## config.mk

```make
export PLATFORM = sky130hd
export DESIGN_NAME = bu2x_emit
export DESIGN_NICKNAME = d
export VERILOG_FILES = /design/src/design/bu2x_pkg.sv /design/src/design/bu2x_emit.sv
export SDC_FILE = /design/constraint.sdc
export NUM_CORES = 1
export LEC_CHECK = 0
export ABC_AREA = 1
export BUFFER_PORTS_ARGS = -buffer_cell sky130_fd_sc_hd__buf_2
export CORE_AREA = 2 2 132 134
export DETAILED_ROUTE_END_ITERATION = 10
export DIE_AREA = 0 0 134 136
export GPL_ROUTABILITY_DRIVEN = 0
export GPL_TIMING_DRIVEN = 1
export PLACE_DENSITY = 0.62
export SLEW_MARGIN = 10
export SYNTH_ARGS = -nofsm -noshare
export SYNTH_HDL_FRONTEND = slang
export SYNTH_SLANG_ARGS = --single-unit
```

## constraint.sdc

```tcl
create_clock -name clock -period 4.79 [get_ports clock]
set_clock_uncertainty 0.05 [all_clocks]
set_input_delay 0.7185 -clock clock [delete_from_list [all_inputs] [get_ports clock]]
set_output_delay 0.7185 -clock clock [all_outputs]
set_load 0.02 [all_outputs]
```

## src/design/bu2x_pkg.sv

```systemverilog
// ---------------------------------------------------------------------------
// bu2x_pkg: shared types, constants and arithmetic for the 2x bilinear upscaler
// Field widths, register indexes, default frame limits and the lerp helper.
// ---------------------------------------------------------------------------
package bu2x_pkg;

   localparam int PIX_W          = 8;
   localparam int COORD_W        = 12;
   localparam int CSR_DATA_W     = 13;
   localparam int CSR_IDX_W      = 2;
   localparam int DEF_MAX_WIDTH  = 4096;
   localparam int DEF_MAX_HEIGHT = 4096;

   localparam logic [CSR_IDX_W-1:0] CSR_IMAGE_WIDTH  = 2'd0;
   localparam logic [CSR_IDX_W-1:0] CSR_IMAGE_HEIGHT = 2'd1;

   // Blocks that one source pixel completes, in emission order up_left first.
   typedef struct packed {
      logic cur_edge;
      logic cur_left;
      logic up_edge;
      logic up_left;
   } blk_set_type;

   // (3a + b + 2) >> 2, never exceeds 10 bits before the shift
   function automatic logic [PIX_W-1:0] lerp(input logic [PIX_W-1:0] a,
                                             input logic [PIX_W-1:0] b);
      logic [PIX_W+1:0] s;
      s = {1'b0, a, 1'b0} + {2'b00, a} + {2'b00, b} + (PIX_W+2)'(2);
      return s[PIX_W+1:2];
   endfunction

endpackage

```

## src/design/bu2x_emit.sv

```systemverilog
// ---------------------------------------------------------------------------
// bu2x_emit: block sequencer, interpolation and result register
// Walk the blocks a pixel completes into the output register, one per cycle while it is free.
// ---------------------------------------------------------------------------
module bu2x_emit #(
   parameter int MAX_WIDTH  = bu2x_pkg::DEF_MAX_WIDTH,
   parameter int MAX_HEIGHT = bu2x_pkg::DEF_MAX_HEIGHT
) (
   input  logic                                clock,
   input  logic                                reset,
   input  logic                                load,
   input  bu2x_pkg::blk_set_type               blk_set,
   input  logic                                s1_valid,
   input  logic [bu2x_pkg::PIX_W-1:0]          s1_pixel,
   input  logic [bu2x_pkg::PIX_W-1:0]          s1_above,
   input  logic [((MAX_WIDTH  > 1) ? $clog2(MAX_WIDTH)  : 1)-1:0] s1_col,
   input  logic [((MAX_HEIGHT > 1) ? $clog2(MAX_HEIGHT) : 1)-1:0] s1_row,
   output logic                                retire,
   output logic                                rsp_valid,
   input  logic                                rsp_ready,
   output logic [bu2x_pkg::COORD_W-1:0]        rsp_block_x,
   output logic [bu2x_pkg::COORD_W-1:0]        rsp_block_y,
   output logic [bu2x_pkg::PIX_W-1:0]          rsp_out_top_left,
   output logic [bu2x_pkg::PIX_W-1:0]          rsp_out_top_right,
   output logic [bu2x_pkg::PIX_W-1:0]          rsp_out_bottom_left,
   output logic [bu2x_pkg::PIX_W-1:0]          rsp_out_bottom_right,
   output logic                                rsp_last_of_run
);
   import bu2x_pkg::*;

   localparam int COL_W = (MAX_WIDTH  > 1) ? $clog2(MAX_WIDTH)  : 1;
   localparam int ROW_W = (MAX_HEIGHT > 1) ? $clog2(MAX_HEIGHT) : 1;

   localparam logic [3:0] BLK_UP_LEFT  = 4'b0001;
   localparam logic [3:0] BLK_UP_EDGE  = 4'b0010;
   localparam logic [3:0] BLK_CUR_LEFT = 4'b0100;
   localparam logic [3:0] BLK_CUR_EDGE = 4'b1000;

   logic [3:0]       pending_ff, pending_in, sel;
   logic [PIX_W-1:0] left_cur_ff, left_above_ff;
   logic             out_free, send, last_blk, single;
   logic [PIX_W-1:0] tl, tr, bl, br, vl, vr;
   logic [COL_W-1:0] bx;
   logic [ROW_W-1:0] by;
   logic [COL_W+COORD_W-1:0] bx_ext;
   logic [ROW_W+COORD_W-1:0] by_ext;

   logic             rsp_valid_ff, rsp_valid_in;
   logic [COORD_W-1:0] x_ff, y_ff;
   logic [PIX_W-1:0] otl_ff, otr_ff, obl_ff, obr_ff;
   logic             last_ff;

   assign out_free = !rsp_valid_ff || rsp_ready;
   assign sel      = pending_ff & (~pending_ff + 4'd1);
   assign last_blk = (pending_ff & ~sel) == 4'd0;
   assign single   = (pending_ff != 4'd0) && last_blk;
   assign send     = s1_valid && (pending_ff != 4'd0) && out_free;
   // a pixel with no block leaves at once; otherwise with its final block
   assign retire   = s1_valid && ((pending_ff == 4'd0) || (single && out_free));

   always_comb begin
      pending_in = pending_ff;
      if (load) begin
         pending_in = {blk_set.cur_edge, blk_set.cur_left,
                       blk_set.up_edge, blk_set.up_left};
      end else if (send) begin
         pending_in = pending_ff & ~sel;
      end
   end

   always_comb begin
      tl = s1_pixel;
      tr = s1_pixel;
      bl = s1_pixel;
      br = s1_pixel;
      bx = s1_col;
      by = s1_row;
      case (sel)
         BLK_UP_LEFT: begin
            tl = left_above_ff;
            tr = s1_above;
            bl = left_cur_ff;
            br = s1_pixel;
            bx = s1_col - COL_W'(1);
            by = s1_row - ROW_W'(1);
         end
         BLK_UP_EDGE: begin
            tl = s1_above;
            tr = s1_above;
            by = s1_row - ROW_W'(1);
         end
         BLK_CUR_LEFT: begin
            tl = left_cur_ff;
            bl = left_cur_ff;
            bx = s1_col - COL_W'(1);
         end
         BLK_CUR_EDGE: begin
            tl = s1_pixel;
         end
         default: begin
            tl = s1_pixel;
         end
      endcase
   end

   assign vl     = lerp(tl, bl);
   assign vr     = lerp(tr, br);
   assign bx_ext = {{COORD_W{1'b0}}, bx};
   assign by_ext = {{COORD_W{1'b0}}, by};

   always_comb begin
      rsp_valid_in = rsp_valid_ff;
      if (send) begin
         rsp_valid_in = 1'b1;
      end else if (rsp_ready) begin
         rsp_valid_in = 1'b0;
      end
   end

   always_ff @(posedge clock) begin
      if (reset) begin
         pending_ff    <= '0;
         rsp_valid_ff  <= 1'b0;
         left_cur_ff   <= '0;
         left_above_ff <= '0;
      end else begin
         pending_ff   <= pending_in;
         rsp_valid_ff <= rsp_valid_in;
         if (retire) begin
            left_cur_ff   <= s1_pixel;
            left_above_ff <= s1_above;
         end
      end
   end

   always_ff @(posedge clock) begin
      if (send) begin
         x_ff    <= bx_ext[COORD_W-1:0];
         y_ff    <= by_ext[COORD_W-1:0];
         otl_ff  <= lerp(tl, tr);
         otr_ff  <= lerp(tr, tl);
         obl_ff  <= lerp(vl, vr);
         obr_ff  <= lerp(vr, vl);
         last_ff <= last_blk;
      end
   end

   assign rsp_valid            = rsp_valid_ff;
   assign rsp_block_x          = x_ff;
   assign rsp_block_y          = y_ff;
   assign rsp_out_top_left     = otl_ff;
   assign rsp_out_top_right    = otr_ff;
   assign rsp_out_bottom_left  = obl_ff;
   assign rsp_out_bottom_right = obr_ff;
   assign rsp_last_of_run      = last_ff;

endmodule

```

Word level (Yosys, flattened, before mapping)
Cells that the tools add are included.
- register bits after elaboration: 78
- logic and storage cells: 61
- memory bits (read-only): 0
- memory bits (writable): 0
- output and inout bits: 59
- memories: 0
- bits in latches: 0
- divide/modulo/power cells: 0
- reductions and logical operators: 15
- order comparisons: 0
- multiply operators: 0
- equality and inequality tests: 3
- bitwise logic cells: 4
- shift-type cells: 0
- add/sub/neg operators: 19
- mux-type cells: 9
- operator list (operator ; number):
    $add A10 B2 Y10 const B ; 6
    $add A10 B8 Y10 ; 6
    $add A9 B8 Y10 ; 4
    $mux W12 ; 2
    $pmux W8 S3 ; 1
    $sub A12 B1 Y12 const B ; 2
    $mux W8 ; 2
    $and A4 B4 Y4 ; 2
    $logic_not A4 Y1 ; 2
    $mux W4 ; 2
    $not A4 Y4 ; 2
    $logic_and A1 B1 Y1 ; 5
    $add A4 B1 Y4 const B ; 1
    $eq A4 B1 Y1 const B ; 1
    $eq A4 B2 Y1 const B ; 1
    $eq A4 B3 Y1 const B ; 1
    $reduce_bool A2 Y1 ; 2
    $reduce_bool A4 Y1 ; 1
    $reduce_or A2 Y1 ; 2
    $logic_or A1 B1 Y1 ; 2
    $mux W1 ; 2
    $logic_not A1 Y1 ; 1

Longest topological paths before layout
- depth in word-level cells: 12
- mapped depth: 36
- depth with buffers taken out: 36

Least setup slack after synthesis
OpenSTA, ideal clock, no wires.
- path type: input-to-reg
- start point: input s1_above[1] (netlist name)
- end point: register obr_ff[7], in the netlist rsp_out_bottom_right[7], data pin
- stages on the path: 30
- required time: 4.486 ns
- setup time: 0.254 ns
- slack: -0.457 ns
- arrival time: 4.944 ns
- cell sequence: inv_1 o211ai_1 o21ai_0 inv_1 ha_1 fa_1 nand3_1 nand2_1 nand2_1 nand2_1 a21oi_1 xnor2_1 ha_1 ha_1 nand2_1 nor2_1 a211oi_1 nand3_1 nand2_2 nand2_1 nand2_1 inv_1 ha_1 ha_1 nand2_1 a21oi_1 a211oi_1 nand2_1 a21o_1 a21o_1
- longest elaborated chain between the ends: 7
- elaborated cells between the ends (all ways): 11
- those cells by class: 9 x add/sub; 2 x mux
- RTL lines (item ; line ; source):
    from (decl) ; bu2x_emit.sv:15 ; input logic [bu2x_pkg::PIX_W-1:0] s1_above,
    $mux W8 ; bu2x_emit.sv:78 ; case (sel)
    $add A9 B8 Y10 ; bu2x_pkg.sv:29 ; s = {1'b0, a, 1'b0} + {2'b00, a} + {2'b00, b} + (PIX_W+2)'(2);
    $add A10 B8 Y10 ; bu2x_pkg.sv:29 ;
    $add A10 B2 Y10 ; bu2x_pkg.sv:29 ;
    $add A9 B8 Y10 ; bu2x_pkg.sv:29 ;
    $add A10 B8 Y10 (*) ; bu2x_pkg.sv:29 ;
    $add A10 B2 Y10 (*) ; bu2x_pkg.sv:29 ;
    to (signal assigned) ; bu2x_emit.sv:143 ; obr_ff <= lerp(vr, vl);
    to (decl) ; bu2x_emit.sv:50 ; logic [PIX_W-1:0] otl_ff, otr_ff, obl_ff, obr_ff;
Every way passes the cells marked *; elsewhere a longest branch is shown, timed or not.
A chain may end at the register's enable or synchronous reset.

Worst setup path after layout
- start point: register pending_ff[0]
- end point: register obr_ff[7], in the netlist rsp_out_bottom_right[7], data pin
- longest elaborated chain between the ends: 12
- elaborated cells between the ends (all ways): 20
- those cells by class: 10 x add/sub; 3 x eq/ne; 3 x mux; 2 x bitwise; 2 x reduce/logical
- RTL lines (item ; line ; source):
    from (decl) ; bu2x_emit.sv:39 ; logic [3:0] pending_ff, pending_in, sel;
    from (signal assigned) ; bu2x_emit.sv:127 ; pending_ff <= pending_in;
    $not A4 Y4 ; bu2x_emit.sv:54 ; assign sel = pending_ff & (~pending_ff + 4'd1);
    $add A4 B1 Y4 ; bu2x_emit.sv:54 ;
    $and A4 B4 Y4 (*) ; bu2x_emit.sv:54 ;
    $eq A4 B2 Y1 / $eq A4 B1 Y1 (equally long branches) ; bu2x_emit.sv:78 ;
    $reduce_or A2 Y1 (no line) ; n/a ;
    $mux W8 ; bu2x_emit.sv:78 ;
    $add A9 B8 Y10 ; bu2x_pkg.sv:29 ;
    $add A10 B8 Y10 ; bu2x_pkg.sv:29 ;
    $add A10 B2 Y10 ; bu2x_pkg.sv:29 ;
    $add A9 B8 Y10 ; bu2x_pkg.sv:29 ;
    $add A10 B8 Y10 (*) ; bu2x_pkg.sv:29 ;
    $add A10 B2 Y10 (*) ; bu2x_pkg.sv:29 ;
Marks and branches as above.

==> results.json <==
{
  "grt_pass1_vias": 5788,
  "synth_seq_cells": 78,
  "firstDrtPassIters": 4,
  "synth_compound_area_frac": 0.119,
  "core_area_sq_um": 16900,
  "regToRegSetupSlack_ps": -170,
  "synth_adder_area_share": 0.219,
  "ys_top_cells_by_area": "edfxtp_1, ha_1, nand2_1, inv_1, dfxtp_1",
  "grt_pass1_wl_um": 26900,
  "reg2reg_from": "pending_ff[0]$_SDFFE_PP0P_",
  "fin_area_sq_um": 9780,
  "grt_usage": 0.185,
  "drt.antenna.violating_nets": 0,
  "critPathMaxStageDelay_ps": 400,
  "synth_area_sq_um": 6560,
  "cpMostUsedCell": "nand2_2",
  "cts_max_path_buffers": 2,
  "min_from": "left_cur_ff[0]$_SDFFE_PP0P_",
  "grt_overflow_total": 0,
  "cp.required_ps": 4840,
  "routed_via_density": 4.59,
  "drt_iter0_drc": 209,
  "nFillCells": 1458,
  "yosysUniqueCellTypes": 36,
  "failed_checks": "negative setup slack",
  "synthTopCellsByCount": "nand2_1, inv_1, ha_1",
  "n_antenna_cell": 0,
  "start_util": 0.389,
  "io_buffers": 107,
  "holdBufCountCts": 0,
  "status": "finished, violations left",
  "synth_nets": 936,
  "crit_arrival_ps": 5010,
  "endpoint_kind": "flop",
  "place_area_sq_um": 8640,
  "insertion_delay_ps": 350,
  "fp.dieH_um": 136,
  "nNetsFinal": 1233,
  "yosys.area.top_type": "edfxtp_1",
  "fin_crit_ps": 4960,
  "rows": 48,
  "drc": 0,
  "rsz0062_at_grt": "yes",
  "ys_seq_area_frac": 0.325,
  "finalNonFillerCells": 1305,
  "fin_ws_ps": -169,
  "worstHoldEndpoint": "left_cur_ff[0]$_SDFFE_PP0P_",
  "synth_top_family_by_area": "adder cells",
  "maxSlewHeadroom": 0.381,
  "drv_slew": 0,
  "crit_buf_inv": 4,
  "max_cap_violations": 0,
  "synthArstFlopShare": 0,
  "cp_max_fo": 4,
  "io-pin-count": 108,
  "dieWidth_um": 134,
  "avgSynthCellArea_sq_um": 8.43,
  "synth_top_area_frac": 0.261,
  "dp.cells": 1241,
  "clock_sinks": 78,
  "path_class": "flop to flop",
  "synthXorXnorAreaFrac": 0.0990,
  "crit_family": "adder cells",
  "min_path_cells": 2,
  "setup_viol": 7,
  "synth_edf_count": 57,
  "post-route-period-util": 1.04,
  "synth.area.mux_share": 0,
  "reg2reg_depth": 33,
  "tightestPinTransition_ps": 928,
  "die-area_sq_um": 18200,
  "numCtsBuffers": 9,
  "clk_pin_slew_ps": 70,
  "cp_slowest_cell": "fa_2",
  "yosysMostFrequentCell": "nand2_1",
  "hold_viol_final": 0,
  "rr_endpoint": "rsp_out_bottom_right[7]$_DFFE_PP_",
  "ys_warn_count": 0,
  "grt_max_degree": 44,
  "antenna_found_initial": 0,
  "synth_cells": 778,
  "drive_gt1_frac": 0.409,
  "fin_util": 0.580,
  "synth_ff_type": "edfxtp_1",
  "drt_wl_total_um": 16600,
  "start_kind": "flop",
  "cts_tree": "done",
  "synthSimpleGateAreaFrac": 0.151,
  "wire_per_inst_um": 12.7,
  "cts_root_buf": "clkbuf_16",
  "fmax_mhz": 202,
  "hp-class": "flop to flop",
  "area_growth_pct": 49.2,
  "ctsHtreeMaxLevel": 3,
  "vias": 5990,
  "dpl.hpwl_um": 12500
}
## routing by layer
metal / vias up / share of wire / track usage
met5: - / 0 / 0
met4: 0 / 0.020 / 0.0674
met3: 17 / 0.042 / 0.0254
met2: 99 / 0.47 / 0.308
met1: 2703 / 0.47 / 0.248
li1: 3171 / - / -
## flip-flops by register name, indices dropped and copies added, names as in the netlist
register,count
rsp_out_top_right,8
pending_ff,4
rsp_block_y,12
rsp_out_top_left,8
rsp_out_bottom_right,8
rsp_last_of_run,1
rsp_out_bottom_left,8
rsp_valid,1
left_cur_ff,8
rsp_block_x,12
left_above_ff,8
## cells in the final DEF (no fill, tap or decap), types with 6 or more instances in the layout
cell type,n
nor2_1,28
dfxtp_1,18
edfxtp_1,57
buf_6,6
xor2_1,41
a21o_1,10
a21oi_2,14
inv_1,121
o21ai_1,14
nand2_2,16
xnor2_1,20
nand2_4,7
ha_4,26
o21ai_0,32
clkbuf_16,9
o21ai_2,8
buf_2,107
nand3_1,26
buf_4,179
a21oi_1,42
ha_1,71
nand4_1,6
nand2_1,124
inv_2,18
## worst max-delay path by stage
stage                                        endpoint  slack, ps  cells past startpoint                        from
floorplan           rsp_out_bottom_right[7]$_DFFE_PP_         -8                     25                 s1_above[1]
global placement     rsp_out_bottom_left[7]$_DFFE_PP_       -470                     31                 s1_above[1]
detailed placement  rsp_out_bottom_right[7]$_DFFE_PP_       -530                     26                 s1_above[1]
CTS                 rsp_out_bottom_right[7]$_DFFE_PP_        -80                     33  pending_ff[0]$_SDFFE_PP0P_
global route        rsp_out_bottom_right[7]$_DFFE_PP_       -410                     33  pending_ff[0]$_SDFFE_PP0P_
finish              rsp_out_bottom_right[7]$_DFFE_PP_       -170                     33  pending_ff[0]$_SDFFE_PP0P_
## worst reg2reg max path, delay by kind of cell, from the launching register on
family | cells | cell delay [ps]
AO/OA/AOI/OAI | 6 | 880
XOR/XNOR | 1 | 110
adder cells (fa/ha/maj) | 6 | 1670
buffers and inverters | 4 | 260
flip-flops | 1 | 370
AND/OR/NAND/NOR | 16 | 1380
## layout make-up
type	instances	area, sq um	share of cell area
well taps	225	282	0.0288
clock buffers	10	229	0.0234
clock inverters	6	71.3	0.00729
multi-input cells	552	4560	0.466
flip-flops and latches	78	2140	0.219
repair buffers	293	1970	0.201
inverters	141	534	0.0546
## kinds of logic after synthesis
group	after synthesis
adder cells (fa/ha/maj)	109
AND/OR/NAND/NOR	228
flip-flops	78
buffers and inverters	148
AO/OA/AOI/OAI	143
XOR/XNOR	72
## repair_timing
item,4_1_cts,5_1_grt
buffers inserted,38,10
cloned,0,0
pin swaps,23,32
setup endpoints to repair,14,14
gates resized for setup,63,47
## stage by stage
stage | TNS (ps) | worst slack (ps) | hold WS [ps]
CTS | -241 | -75.6 | 441
finish | -690 | -169 | 436
global placement | -5470 | -472 | 422
floorplan | -8.00 | -8.00 | 395
detailed placement | -5710 | -531 | 434
global route | -2720 | -412 | 477
Power is left out: the tool's default activity adds up to more than one toggle a clock period on the data nets, which glitch-free logic cannot reach.
