File: src/design/bu2x_pkg.sv
// ---------------------------------------------------------------------------
// bu2x_pkg: shared types, constants and arithmetic for the 2x bilinear upscaler
// Field widths, register indexes, default frame limits and the lerp helper.
// ---------------------------------------------------------------------------
package bu2x_pkg;

   localparam int PIX_W          = 8;
   localparam int COORD_W        = 12;
   localparam int CSR_DATA_W     = 13;
   localparam int CSR_IDX_W      = 2;
   localparam int DEF_MAX_WIDTH  = 4096;
   localparam int DEF_MAX_HEIGHT = 4096;

   localparam logic [CSR_IDX_W-1:0] CSR_IMAGE_WIDTH  = 2'd0;
   localparam logic [CSR_IDX_W-1:0] CSR_IMAGE_HEIGHT = 2'd1;

   // Blocks that one source pixel completes, in emission order up_left first.
   typedef struct packed {
      logic cur_edge;
      logic cur_left;
      logic up_edge;
      logic up_left;
   } blk_set_type;

   // (3a + b + 2) >> 2, never exceeds 10 bits before the shift
   function automatic logic [PIX_W-1:0] lerp(input logic [PIX_W-1:0] a,
                                             input logic [PIX_W-1:0] b);
      logic [PIX_W+1:0] s;
      s = {1'b0, a, 1'b0} + {2'b00, a} + {2'b00, b} + (PIX_W+2)'(2);
      return s[PIX_W+1:2];
   endfunction

endpackage

File: src/design/bu2x_cfg.sv
// ---------------------------------------------------------------------------
// bu2x_cfg: frame size registers
// Hold the clamped last column and last row index of the source frame.
// ---------------------------------------------------------------------------
module bu2x_cfg #(
   parameter int MAX_WIDTH  = bu2x_pkg::DEF_MAX_WIDTH,
   parameter int MAX_HEIGHT = bu2x_pkg::DEF_MAX_HEIGHT
) (
   input  logic                                clock,
   input  logic                                reset,
   input  logic                                csr_wr_en,
   input  logic [bu2x_pkg::CSR_IDX_W-1:0]      csr_index,
   input  logic [bu2x_pkg::CSR_DATA_W-1:0]     csr_wdata,
   output logic [((MAX_WIDTH  > 1) ? $clog2(MAX_WIDTH)  : 1)-1:0] col_last,
   output logic [((MAX_HEIGHT > 1) ? $clog2(MAX_HEIGHT) : 1)-1:0] row_last
);
   import bu2x_pkg::*;

   localparam int COL_W = (MAX_WIDTH  > 1) ? $clog2(MAX_WIDTH)  : 1;
   localparam int ROW_W = (MAX_HEIGHT > 1) ? $clog2(MAX_HEIGHT) : 1;
   localparam int WC_W  = (CSR_DATA_W > COL_W + 1) ? CSR_DATA_W : COL_W + 1;
   localparam int HC_W  = (CSR_DATA_W > ROW_W + 1) ? CSR_DATA_W : ROW_W + 1;

   logic [COL_W-1:0] col_last_ff, col_last_in, col_clamped;
   logic [ROW_W-1:0] row_last_ff, row_last_in, row_clamped;
   logic [WC_W-1:0]  wval;
   logic [HC_W-1:0]  hval;

   // zero counts as one, anything above the maximum saturates
   always_comb begin
      wval = WC_W'(csr_wdata);
      hval = HC_W'(csr_wdata);
      if (wval == '0) begin
         col_clamped = '0;
      end else if (wval > WC_W'(MAX_WIDTH)) begin
         col_clamped = COL_W'(MAX_WIDTH - 1);
      end else begin
         col_clamped = COL_W'(wval - WC_W'(1));
      end
      if (hval == '0) begin
         row_clamped = '0;
      end else if (hval > HC_W'(MAX_HEIGHT)) begin
         row_clamped = ROW_W'(MAX_HEIGHT - 1);
      end else begin
         row_clamped = ROW_W'(hval - HC_W'(1));
      end
   end

   always_comb begin
      col_last_in = col_last_ff;
      row_last_in = row_last_ff;
      if (csr_wr_en) begin
         case (csr_index)
            CSR_IMAGE_WIDTH:  col_last_in = col_clamped;
            CSR_IMAGE_HEIGHT: row_last_in = row_clamped;
            default: begin
               col_last_in = col_last_ff;
               row_last_in = row_last_ff;
            end
         endcase
      end
   end

   always_ff @(posedge clock) begin
      if (reset) begin
         col_last_ff <= '0;
         row_last_ff <= '0;
      end else begin
         col_last_ff <= col_last_in;
         row_last_ff <= row_last_in;
      end
   end

   assign col_last = col_last_ff;
   assign row_last = row_last_ff;

endmodule

File: config.mk
export PLATFORM = sky130hd
export DESIGN_NAME = bu2x_cfg
export DESIGN_NICKNAME = d
export VERILOG_FILES = /design/src/design/bu2x_pkg.sv /design/src/design/bu2x_cfg.sv
export SDC_FILE = /design/constraint.sdc
export NUM_CORES = 1
export LEC_CHECK = 0
export ABC_AREA = 1
export BUFFER_PORTS_ARGS = -buffer_cell sky130_fd_sc_hd__buf_4
export CAP_MARGIN = 20
export CORE_AREA = 5 5 62 64
export CTS_CLUSTER_SIZE = 14
export DETAILED_ROUTE_END_ITERATION = 6
export DIE_AREA = 0 0 67 69
export HOLD_SLACK_MARGIN = 0.05
export PLACE_DENSITY = 0.77
export SYNTH_ARGS = -nofsm -noshare
export SYNTH_HDL_FRONTEND = slang
export SYNTH_SLANG_ARGS = --single-unit
File: constraint.sdc
create_clock -name clock -period 1.4 [get_ports clock]
set_clock_uncertainty 0.15 [all_clocks]
set_input_delay 0.07 -clock clock [delete_from_list [all_inputs] [get_ports clock]]
set_output_delay 0.07 -clock clock [all_outputs]
set_load 0.005 [all_outputs]
# Word-level counts from Yosys, hierarchy flattened
# Index checks and enable logic that the tools add are counted.
[word_totals]
regBits = 24
input_bits = 18
output_inout_bits = 24
word_cells = 11
[classes]
addsub = 1
magnitude_cmp = 1
eq_ne = 1
mux = 2
n_reduce_logical = 4
[ops]
columns = ["op", "count"]
rows = [
  ["$mux W12", 2],
  ["$gt A13 B13 Y1 const B", 1],
  ["$logic_not A13 Y1", 1],
  ["$sub A12 B1 Y12 const B", 1],
  ["$reduce_and A2 Y1", 2],
  ["$eq A2 B1 Y1 const B", 1],
  ["$logic_not A2 Y1", 1],
]

# Logic depth before layout (Yosys ltp)
# Gate-level depths: netlist (run 1).
[depth]
word_depth = 3
mapped_depth = 11
mapped_depth_nobuf = 11

# Worst setup path after synthesis (run 1)
# OpenSTA, ideal clock, no wires.
[synth_path]
path_type = "in2reg"
from = "input csr_wdata[0] (netlist bit)"
to = "register col_last_ff[8] (netlist: col_last[8])"
setup_ns = 0.119
t_arrival_ns = 0.921
t_required_ns = 1.131
setup_slack_ns = 0.209
cell_stages = 10
path_buffers = 1
cell_sequence = "inv_1 > ha_1 > nand2_1 > nor2_1 > nand2_2 > nand2_4 > buf_12 > nand3_2 > nand2_2 > a21oi_1"
[synth_via]
elab_chain_cells = 3
word_cells_on_any_way = 5
cone_classes = "add/sub (1); order compare (1); mux (2); reduce/logical (1)"
[synth_rtl]
columns = ["element", "line", "source"]
rows = [
  ["start, declared", "bu2x_cfg.sv:13", "input logic [bu2x_pkg::CSR_DATA_W-1:0] csr_wdata,"],
  ["$sub A12 B1 Y12 or $gt A13 B13 Y1 (tied branches)", "bu2x_cfg.sv:38, bu2x_cfg.sv:35", ""],
  ["$mux W12", "bu2x_cfg.sv:35", "end else if (wval > WC_W'(MAX_WIDTH)) begin"],
  ["$mux W12 *", "bu2x_cfg.sv:33", "if (wval == '0) begin"],
  ["end signal, assigned", "bu2x_cfg.sv:69", "col_last_ff <= col_last_in;"],
  ["end, declared", "bu2x_cfg.sv:24", "logic [COL_W-1:0] col_last_ff, col_last_in, col_clamped;"],
]
# Every way passes the cells marked *; elsewhere a longest branch is shown, timed or not.
# A chain may end at the register's enable or synchronous reset.

# Worst setup path after layout (run 1)
[layout_path]
from = "input csr_index[0] (netlist bit)"
to = "register col_last_ff[3] (netlist: col_last[3])"
[layout_via]
elab_chain_cells = 2
[layout_rtl]
columns = ["element", "line", "source"]
rows = [
  ["start, declared", "bu2x_cfg.sv:12", "input logic [bu2x_pkg::CSR_IDX_W-1:0] csr_index,"],
  ["$logic_not A2 Y1", "bu2x_cfg.sv:53", "case (csr_index)"],
  ["$reduce_and A2 Y1 (no source line)", "n/a", ""],
]
# No other way between the ends.

==> results of run 1 <==
==> stage by stage <==
step	setup WS, ns	TNS [ns]
after detailed placement	-0.03664	-0.1084
final	0.1264	0
after global routing	0.05745	0
after floorplan	0.2093	0
after CTS	0.1196	0
after global placement	0.01877	0
==> final cells by class <==
class	count	share of cell area, %
clock buffer	4	1.914
tap	46	3.036
timing repair buffer	55	24.82
sequential	24	25.35
inverter	25	4.950
multi-input combinational	144	39.93
==> power by group through the flow <==
| stage | sequential (mW) | combinational [mW] | clock (mW) |
|---|---|---|---|
| 2_1_floorplan | 0.754 | 0.160 | 0 |
| 3_3_place_gp | 0.753 | 0.302 | 0 |
| 3_5_place_dp | 0.753 | 0.305 | 0 |
| 4_1_cts | 0.738 | 0.324 | 0.371 |
| 5_1_grt | 0.743 | 0.363 | 0.403 |
| 6_report | 0.737 | 0.322 | 0.358 |
==> worst min path at each step <==
| stage | to | startpoint | depth (start not counted) |
|---|---|---|---|
| after global placement | col_last[7]$_SDFFE_PP0P_ | reset | 4 |
| final | col_last[8]$_SDFFE_PP0P_ | csr_wdata[8] | 5 |
| after detailed placement | row_last[2]$_SDFFE_PP0P_ | reset | 4 |
| after global routing | col_last[8]$_SDFFE_PP0P_ | csr_index[1] | 4 |
| after CTS | col_last[8]$_SDFFE_PP0P_ | csr_wdata[8] | 5 |
| after floorplan | col_last[10]$_SDFFE_PP0P_ | reset | 3 |
==> metal layers <==
| layer | GRT usage [%] | routed length (um) |
|---|---|---|
| met5 | 0 | 0 |
| met4 | 3.378 | 49 |
| met3 | 4.545 | 226 |
| met2 | 24.89 | 1485 |
| met1 | 19.06 | 1443 |
==> what timing repair did <==
action | in CTS | in global routing
endpoints found under the setup margin | 0 | 0
setup buffers | 0 | 0
hold buffers | 8 | 0
hold endpoints to repair | 18 | 0
==> registers in the layout (all words and copies together), names as in the netlist <==
name	flops
col_last	12
row_last	12
==> layout by cell type (no fill, tap or decap), drive strengths merged <==
cell and n:
inv 25, nand4 3, clkbuf 4, nor3 1, or2 1, dlygate4sd3 8
nand3 18, nor2 34, dfxtp 24, buf 47, and2 1, a21oi 14
ha 2, nand2 52, nor3b 1, o21ai 17
==> worst reg2reg max path: stages, from the launching register on <==
cell and delay (ns):
dfxtp_1 0.34, nor2_1 0.10, nor2_1 0.05, nand2_1 0.07, inv_1 0.04
==> kinds of logic after synthesis <==
| kind of cell | Yosys count | synth area share [%] |
|---|---|---|
| buf+inv | 32 | 11.78 |
| compound gates | 31 | 11.06 |
| simple gates | 111 | 41.12 |
| flops | 24 | 34.26 |
| fa+ha+maj | 2 | 1.784 |
==> impl_metrics.toml, run 1 <==
[status]
run_status = "completed"

[floorplan]
floorplan.die.width_um = 67
ios = 42
initial_utilization_pct = 43.40
core_region_area_sq_um = 3232
dieArea_sq_um = 4623
rows = 21
die_height_um = 69

[route]
drc_errors = 0
wl_per_cell_um = 10.75
postRouteWirelength_um = 3204
drt-initial-drc-count = 64
ant_nets = 0
dr_total_vias = 1378
detailedRoute.firstPassIterationCount = 4
viasPerCell = 4.624

[worst_setup_path]
path_class = "in -> reg"
critPathCaptureType = "register"
path_depth = 8
worstPathMaxFanout = 24
worst-r2r-cell-count = 4
worst-r2r-setup-slack_ns = 0.57
cp_cell_sequence = "dlygate4sd3_1, buf_4, nor3b_4, buf_12, nor2_1, nor2_1, nand2_1, inv_1"
critical_path.startpoint_type = "input port"
path_delay_family = "buffers and inverters"
worst-path-buf-inv = 4
worst_ep_required_time_ns = 1.52
critPathSlowestCell = "dlygate4sd3_1"
max_stage_delay_ns = 0.54
critical_path.reg2reg.startpoint = "col_last[3]$_SDFFE_PP0P_"
crit_top_cell = "nor2_1"
r2r-end = "col_last[3]$_SDFFE_PP0P_"
cp-endpoint = "col_last[3]$_SDFFE_PP0P_"
cp_data_arrival_time_ns = 1.40
worstSetupStartpoint = "csr_index[0]"

[finish]
register_area_sq_um = 480.5
n_antenna_cell = 0
post_route_cells_drive_above_1_share_pct = 28.57
area_growth_syn_to_layout_pct = 35.15
finalNetCount = 273
number_of_standard_cells_in_the_final_layout_excluding_fillers = 298
fin_util_pct = 58.65
layout.cell_area.non_filler_sq_um = 1896
n_fill_cell = 315
multi_input_area_sq_um = 757.0

[timing]
finalSetupViolCount = 0
final-hold-violation-count = 0
maxClockFrequency_ghz = 0.7852
setup_repair_after_global_routing_missed_its_margin = "false"
relSlewSlack_pct = 80.38
final_min_period_over_clock_period_pct = 90.97
fin_worst_hold_slack_ns = 0.05606
post-route-min-period_ns = 1.274
worst-slew-pin-transition_ns = 0.2940
timing.final.max_slew_violations = 0

[global_routing]
vias_in_the_first_global_route = 1350
antenna_violations_before_repair = 0
grt_max_degree = 25
grtUsageTotal_pct = 15.11
overflow = 0
first_pass_grt_wire_length_um = 5651

[clock_tree]
clock_sink_count = 24
ctsLongestPathBuffers = 2
cts_max_level = 1
tritoncts_clock_tree = "done"
cts.reportedPaths.clkPinSlew_ns = 0.13
cts_inserted_buffers = 3
post_cts_resize_count = 0
skew_pair_late_insertion_delay_ns = 0.31
clk_root_buffer_cell = "clkbuf_4"

[pwr]
netSwitchingPower_mw = 0.3767
switching_power_share_of_the_total_pct = 26.58
internal-power_mw = 1.040
power.static_leakage_nw = 0.9890
ir_worst_vdd_mv = 0.6787
power.total_mw = 1.417
p_comb_share_pct = 22.7
powerDensity_nw_per_um2 = 747.6
seqPwrFrac_pct = 52.0
relative_contribution_of_the_clock_network_to_total_power_pct = 25.3

[run]
maxCapViolations = 0

[synth]
yosysWarnings = 0
synth.largest_area_cell = "dfxtp_1"
synth.top_cell.area_share_pct = 34.26
synth.net_count = 220
syn_area_sq_um = 1403
synth_area_leaders = "dfxtp_1 34%, nand2_1 12%, nor2_1 7.8%, inv_1 6.4%, o21ai_0 6.1%"
top_cell_types_by_occurrence_after_synthesis = "46 x nand2_1, 29 x nor2_1, 24 x dfxtp_1, 24 x inv_1, 17 x o21ai_0"
syn-instance-count = 200
number_of_flops_mapped_to_enable_cells_by_yosys = 0
synth_sequential_area_ratio_pct = 34.26
synth-main-ff-cell = "dfxtp_1"
ys_async_sr_fraction_pct = 0
synth_most_common_cell = "nand2_1"
syn_avg_cell_area_sq_um = 7.013
synth_seq_cells = 24
synth.distinct_cells = 24

[placed_design]
placed_cell_area_sq_um = 1779
placed_cells = 286
post-dp-hpwl_um = 2471
gp_congestion = 0.8402
buffer_ports.inserted = 41

[worst_hold_path]
hold_path.class = "in -> reg"
(Power assumes the default switching activity.)
==> inputs of run 2 (changes only) <==
--- a/config.mk
+++ b/config.mk
@@ -15,4 +15,5 @@
 export HOLD_SLACK_MARGIN = 0.05
 export PLACE_DENSITY = 0.77
+export SLEW_MARGIN = 15
 export SYNTH_ARGS = -nofsm -noshare
 export SYNTH_HDL_FRONTEND = slang
==> constraint.sdc (replaced) <==
create_clock -name clock -period 1.4 [get_ports clock]
set_clock_uncertainty 0.15 [all_clocks]
set_input_delay 0.21 -clock clock [delete_from_list [all_inputs] [get_ports clock]]
set_output_delay 0.21 -clock clock [all_outputs]
set_load 0.005 [all_outputs]
==> run 2 against run 1 <==
Net effect: sequential cell count did not move; critical path type unchanged; register-to-register slack about the same; final cell count unchanged; die area did not move; non-clock buffer count stayed put.
==> impl_metrics.toml, run 2 (synthesis gave the netlist of run 1 again) <==
[route]
postRouteWirelength_um = 3190
ant_nets = 0
drt-initial-drc-count = 43
viasPerCell = 4.601
detailedRoute.firstPassIterationCount = 4
dr_total_vias = 1371
drc_errors = 0
wl_per_cell_um = 10.70

[global_routing]
antenna_violations_before_repair = 0
grt_max_degree = 25
overflow = 0
first_pass_grt_wire_length_um = 5554
vias_in_the_first_global_route = 1248
grtUsageTotal_pct = 14.80

[finish]
finalNetCount = 273
n_antenna_cell = 0
layout_common_cells = "51 x buf_4, 46 x nand2_1, 29 x nor2_1"
layout_commonest_cell = "buf_4"
layout.cell_area.non_filler_sq_um = 1894
area_growth_syn_to_layout_pct = 35.06
post_route_cells_drive_above_1_share_pct = 31.35

[pwr]
power.total_mw = 1.553
ir_worst_vdd_mv = 0.7829
power.static_leakage_nw = 1.001
powerDensity_nw_per_um2 = 819.6

[worst_hold_path]
hold_path.class = "in -> reg"
min_from = "reset"

[worst_setup_path]
path_delay_family = "simple AND/OR/NAND/NOR gates"
cp_cell_sequence = "buf_4, inv_1, ha_1, nand2_1, nor2_1, nand2_2, nand2_4, nand3_1, nand2_1, nand2_1, nand2_1, inv_1"
critPathSlowestCell = "ha_1"
crit_top_cell = "nand2_1"
worstPathMaxFanout = 10
critical_path.startpoint_type = "input port"
worst-path-buf-inv = 3
critPathCaptureType = "register"
worst_ep_required_time_ns = 1.48
path_class = "in -> reg"
worstSetupStartpoint = "csr_wdata[0]"
max_stage_delay_ns = 0.18
critical_path.reg2reg.startpoint = "row_last[4]$_SDFFE_PP0P_"
cp_data_arrival_time_ns = 1.30

[placed_design]
post-dp-hpwl_um = 2536
placed_cell_area_sq_um = 1832
gp_congestion = 0.8012
buffer_ports.inserted = 41

[timing]
final_min_period_over_clock_period_pct = 86.86
post-route-min-period_ns = 1.216
relSlewSlack_pct = 77.03
setup_repair_after_global_routing_missed_its_margin = "false"
finalSetupViolCount = 0
timing.final.max_slew_violations = 0
maxClockFrequency_ghz = 0.8223
worst-slew-pin-transition_ns = 0.3442
final-hold-violation-count = 0

[run]
maxCapViolations = 0

[clock_tree]
tritoncts_clock_tree = "done"
clock_sink_count = 24
cts.reportedPaths.clkPinSlew_ns = 0.13
cts_max_level = 1
cts_setup_buffers = 0
ctsLongestPathBuffers = 2
skew_pair_late_insertion_delay_ns = 0.31
cts_inserted_buffers = 3
cts.hold.buffers_added = 0
clk_root_buffer_cell = "clkbuf_4"
post_cts_resize_count = 0

[floorplan]
dieArea_sq_um = 4623
rows = 21
floorplan.die.width_um = 67
core_region_area_sq_um = 3232
initial_utilization_pct = 43.40
ios = 42
die_height_um = 69

[status]
run_status = "completed"
==> run 2: cell types whose count changed in the layout (fill, tap and decap cells not counted), sizes merged <==
| cell | before | now |
|---|---|---|
| clkbuf | 4 | 3 |
| dlygate4sd3 | 8 | 1 |
| buf | 47 | 54 |
| bufinv | 0 | 1 |
==> run 2: metal layers <==
metal	wire, um	global-route usage, %	share of wire, %
met1	1451	19.40	45
met2	1539	24.45	48
met3	190	4.058	6.0
met4	8	2.027	0.25
met5	0	0	0
==> run 2: layout make-up <==
type	count	area, sq um
flip-flops and latches	24	480.5
inverters	25	93.84
well taps	46	57.56
clock inverters	1	30.03
fillers	314	1338
multi-input cells	144	757.0
clock buffers	3	22.52
repair buffers	55	452.9
==> run 2: through the flow <==
| step | utilization (%) | worst slack (ns) | setup TNS, ns | instances | hold slack, ns |
|---|---|---|---|---|---|
| 2_1_floorplan | - | 0.06932 | 0 | 200 | 0.2546 |
| 3_3_place_gp | 56.68 | -0.1241 | -2.344 | 293 | 0.3777 |
| 3_5_place_dp | 56.68 | -0.1698 | -3.125 | 293 | 0.3818 |
| 4_1_cts | 58.30 | 0.1794 | 0 | 297 | 0.05508 |
| 5_1_grt | 58.61 | 0.05637 | 0 | 298 | 0.05787 |
| 6_report | 58.61 | 0.1840 | 0 | 298 | 0.06052 |
==> run 2: power breakdown <==
| part | internal, mW | switching (mW) |
|---|---|---|
| sequential | 0.719 | 0.0180 |
| clock | 0.289 | 0.205 |
| combinational | 0.160 | 0.160 |
==> run 2: worst paths after layout <==
path / end / slack, ns / cells past startpoint
worst max-delay path: row_last[3]$_SDFFE_PP0P_ / 0.18 / 12
worst min-delay path: row_last[2]$_SDFFE_PP0P_ / 0.06 / 4
worst max register to register: row_last[4]$_SDFFE_PP0P_ / 0.58 / 2
worst min register to register: row_last[10]$_SDFFE_PP0P_ / 0.41 / 2
==> run 2: worst register-to-register path, cell delays in order (launching register included) <==
cell,delay (ns)
dfxtp_1,0.34
o21ai_0,0.18
a21oi_1,0.06
==> inputs of run 3 (changes only) <==
Settings changed: CELL_PAD_IN_SITES_DETAIL_PLACEMENT from default to 1, CELL_PAD_IN_SITES_GLOBAL_PLACEMENT from default to 2, CORE_AREA 5 5 62 64 to 5 5 79 81, DIE_AREA 0 0 67 69 to 0 0 84 86, PLACE_DENSITY 0.77 to 0.83.
==> run 3 against run 2 <==
Net effect: cell area increased by 7.5%; clock-buffer cell count unchanged; via count up 6.5%; final cell count grew 11%; hold slack better by 0.073 ns; combinational power increased by 9.7%; critical path depth is 1 lower.
==> impl_metrics.toml, run 3 (synthesis gave the netlist of run 1 again) <==
[placed_design]
post-dp-hpwl_um = 3287
buffer_ports.inserted = 41
gp_congestion = 0.8350
post-place-ws_ns = -0.2045
placed_cells = 325
placed_cell_area_sq_um = 1909

[route]
drc_errors = 0
wl_per_cell_um = 12.16
drt-initial-drc-count = 37
postRouteWirelength_um = 4037
ant_nets = 0
detailedRoute.firstPassIterationCount = 4
dr_total_vias = 1460
viasPerCell = 4.398

[worst_setup_path]
critical_path.reg2reg.startpoint = "row_last[2]$_SDFFE_PP0P_"
worst-path-buf-inv = 3
cp_data_arrival_time_ns = 1.29
worst-r2r-setup-slack_ns = 0.56
crit_top_cell = "nand2_1"
worst-r2r-cell-count = 4
worst_ep_required_time_ns = 1.41
max_stage_delay_ns = 0.16
worstPathMaxFanout = 6
critical_path.startpoint_type = "input port"
cp_cell_sequence = "buf_4, inv_1, ha_1, nand2_1, nor2_2, nand2_2, nand2_8, buf_12, nand3_1, nand2_1, a21oi_1"
critPathCaptureType = "register"
critPathSlowestCell = "ha_1"
path_delay_family = "simple AND/OR/NAND/NOR gates"
path_class = "in -> reg"
path_depth = 11
r2r-end = "row_last[2]$_SDFFE_PP0P_"

[clock_tree]
cts_inserted_buffers = 3
ctsLongestPathBuffers = 2
skew_pair_late_insertion_delay_ns = 0.26
clk_root_buffer_cell = "clkbuf_8"
cts_max_level = 1
cts.hold.buffers_added = 0
cts.reportedPaths.clkPinSlew_ns = 0.09
tritoncts_clock_tree = "done"
clock_sink_count = 24

[pwr]
powerDensity_nw_per_um2 = 830.2
relative_contribution_of_the_clock_network_to_total_power_pct = 35.5
power.static_leakage_nw = 1.057
ir_worst_vdd_mv = 0.5664
internal-power_mw = 1.278
seqPwrFrac_pct = 43.7
netSwitchingPower_mw = 0.4118
p_comb_share_pct = 20.8
switching_power_share_of_the_total_pct = 24.36
power.total_mw = 1.690

[finish]
n_antenna_cell = 0
layout.cell_area.non_filler_sq_um = 2036
fin_util_pct = 37.66
area_growth_syn_to_layout_pct = 45.14
finalNetCount = 281
post_route_cells_drive_above_1_share_pct = 34.62
layout_common_cells = "59 x buf_4, 45 x nand2_1, 28 x nor2_1"
layout_commonest_cell = "buf_4"
number_of_standard_cells_in_the_final_layout_excluding_fillers = 332

[floorplan]
initial_utilization_pct = 25.95
floorplan.die.width_um = 84
dieArea_sq_um = 7224
rows = 27
die_height_um = 86
ios = 42
core_region_area_sq_um = 5405

[worst_hold_path]
min_from = "reset"
min_delay_path_depth = 4
hold_path.class = "in -> reg"
holdPathEnd = "col_last[3]$_SDFFE_PP0P_"

[global_routing]
grt_max_degree = 25
grtUsageTotal_pct = 11.54
overflow = 0
first_pass_grt_wire_length_um = 6906
antenna_violations_before_repair = 0
vias_in_the_first_global_route = 1538

[timing]
timing.final.max_slew_violations = 0
fin_setup_tns_ns = 0
relSlewSlack_pct = 77.20
setup_ws_ns = 0.1234
fin_worst_hold_slack_ns = 0.1336
maxClockFrequency_ghz = 0.7833
final_min_period_over_clock_period_pct = 91.19
finalSetupViolCount = 0
worst-slew-pin-transition_ns = 0.3417
final-hold-violation-count = 0
post-route-min-period_ns = 1.277
setup_repair_after_global_routing_missed_its_margin = "false"

[run]
maxCapViolations = 0

[status]
run_status = "completed"
## run 3: area by class of cell
| class | count | area [sq um] |
|---|---|---|
| sequential | 24 | 480.5 |
| clock buffer | 3 | 41.29 |
| fill | 698 | 3369 |
| timing repair buffer | 63 | 523.0 |
| inverter | 25 | 93.84 |
| clock inverter | 1 | 30.03 |
| multi-input combinational | 144 | 777.0 |
| tap | 72 | 90.09 |
## run 3: worst min-delay path, delay by kind of cell
family	cells	cell delay, ns
AND/OR/NAND/NOR	2	0.11
buffers and inverters	2	0.19
## run 3: routing by layer
| metal | vias up | part of all wire, % | GRT usage, % |
|---|---|---|---|
| met2 | 24 | 52 | 22.13 |
| met5 | - | 0 | 0 |
| li1 | 750 | - | - |
| met4 | 0 | 0.35 | 1.316 |
| met1 | 684 | 42 | 12.70 |
| met3 | 2 | 5.3 | 3.842 |
## run 3: worst max path at each step
stage | slack (ns) | from | end
final | 0.12 | csr_wdata[0] | row_last[11]$_SDFFE_PP0P_
after CTS | 0.07 | csr_wdata[0] | row_last[2]$_SDFFE_PP0P_
after global placement | -0.16 | csr_wdata[0] | row_last[3]$_SDFFE_PP0P_
after detailed placement | -0.20 | csr_wdata[0] | row_last[2]$_SDFFE_PP0P_
after global routing | 0.004 | csr_wdata[0] | row_last[2]$_SDFFE_PP0P_
after floorplan | 0.07 | csr_wdata[0] | col_last[8]$_SDFFE_PP0P_
## run 3: what timing repair did
item / 4_1_cts / 5_1_grt
endpoints found under the setup margin: 0 / 6
buffers inserted: 0 / 3
resized for setup: 0 / 4
## run 3: power by group through the flow
| stage | clock network, mW | registers (mW) | logic (mW) |
|---|---|---|---|
| finish | 0.600 | 0.739 | 0.351 |
| global placement | 0 | 0.755 | 0.335 |
| detailed placement | 0 | 0.755 | 0.342 |
| global route | 0.650 | 0.745 | 0.393 |
| floorplan | 0 | 0.754 | 0.160 |
| CTS | 0.622 | 0.740 | 0.344 |
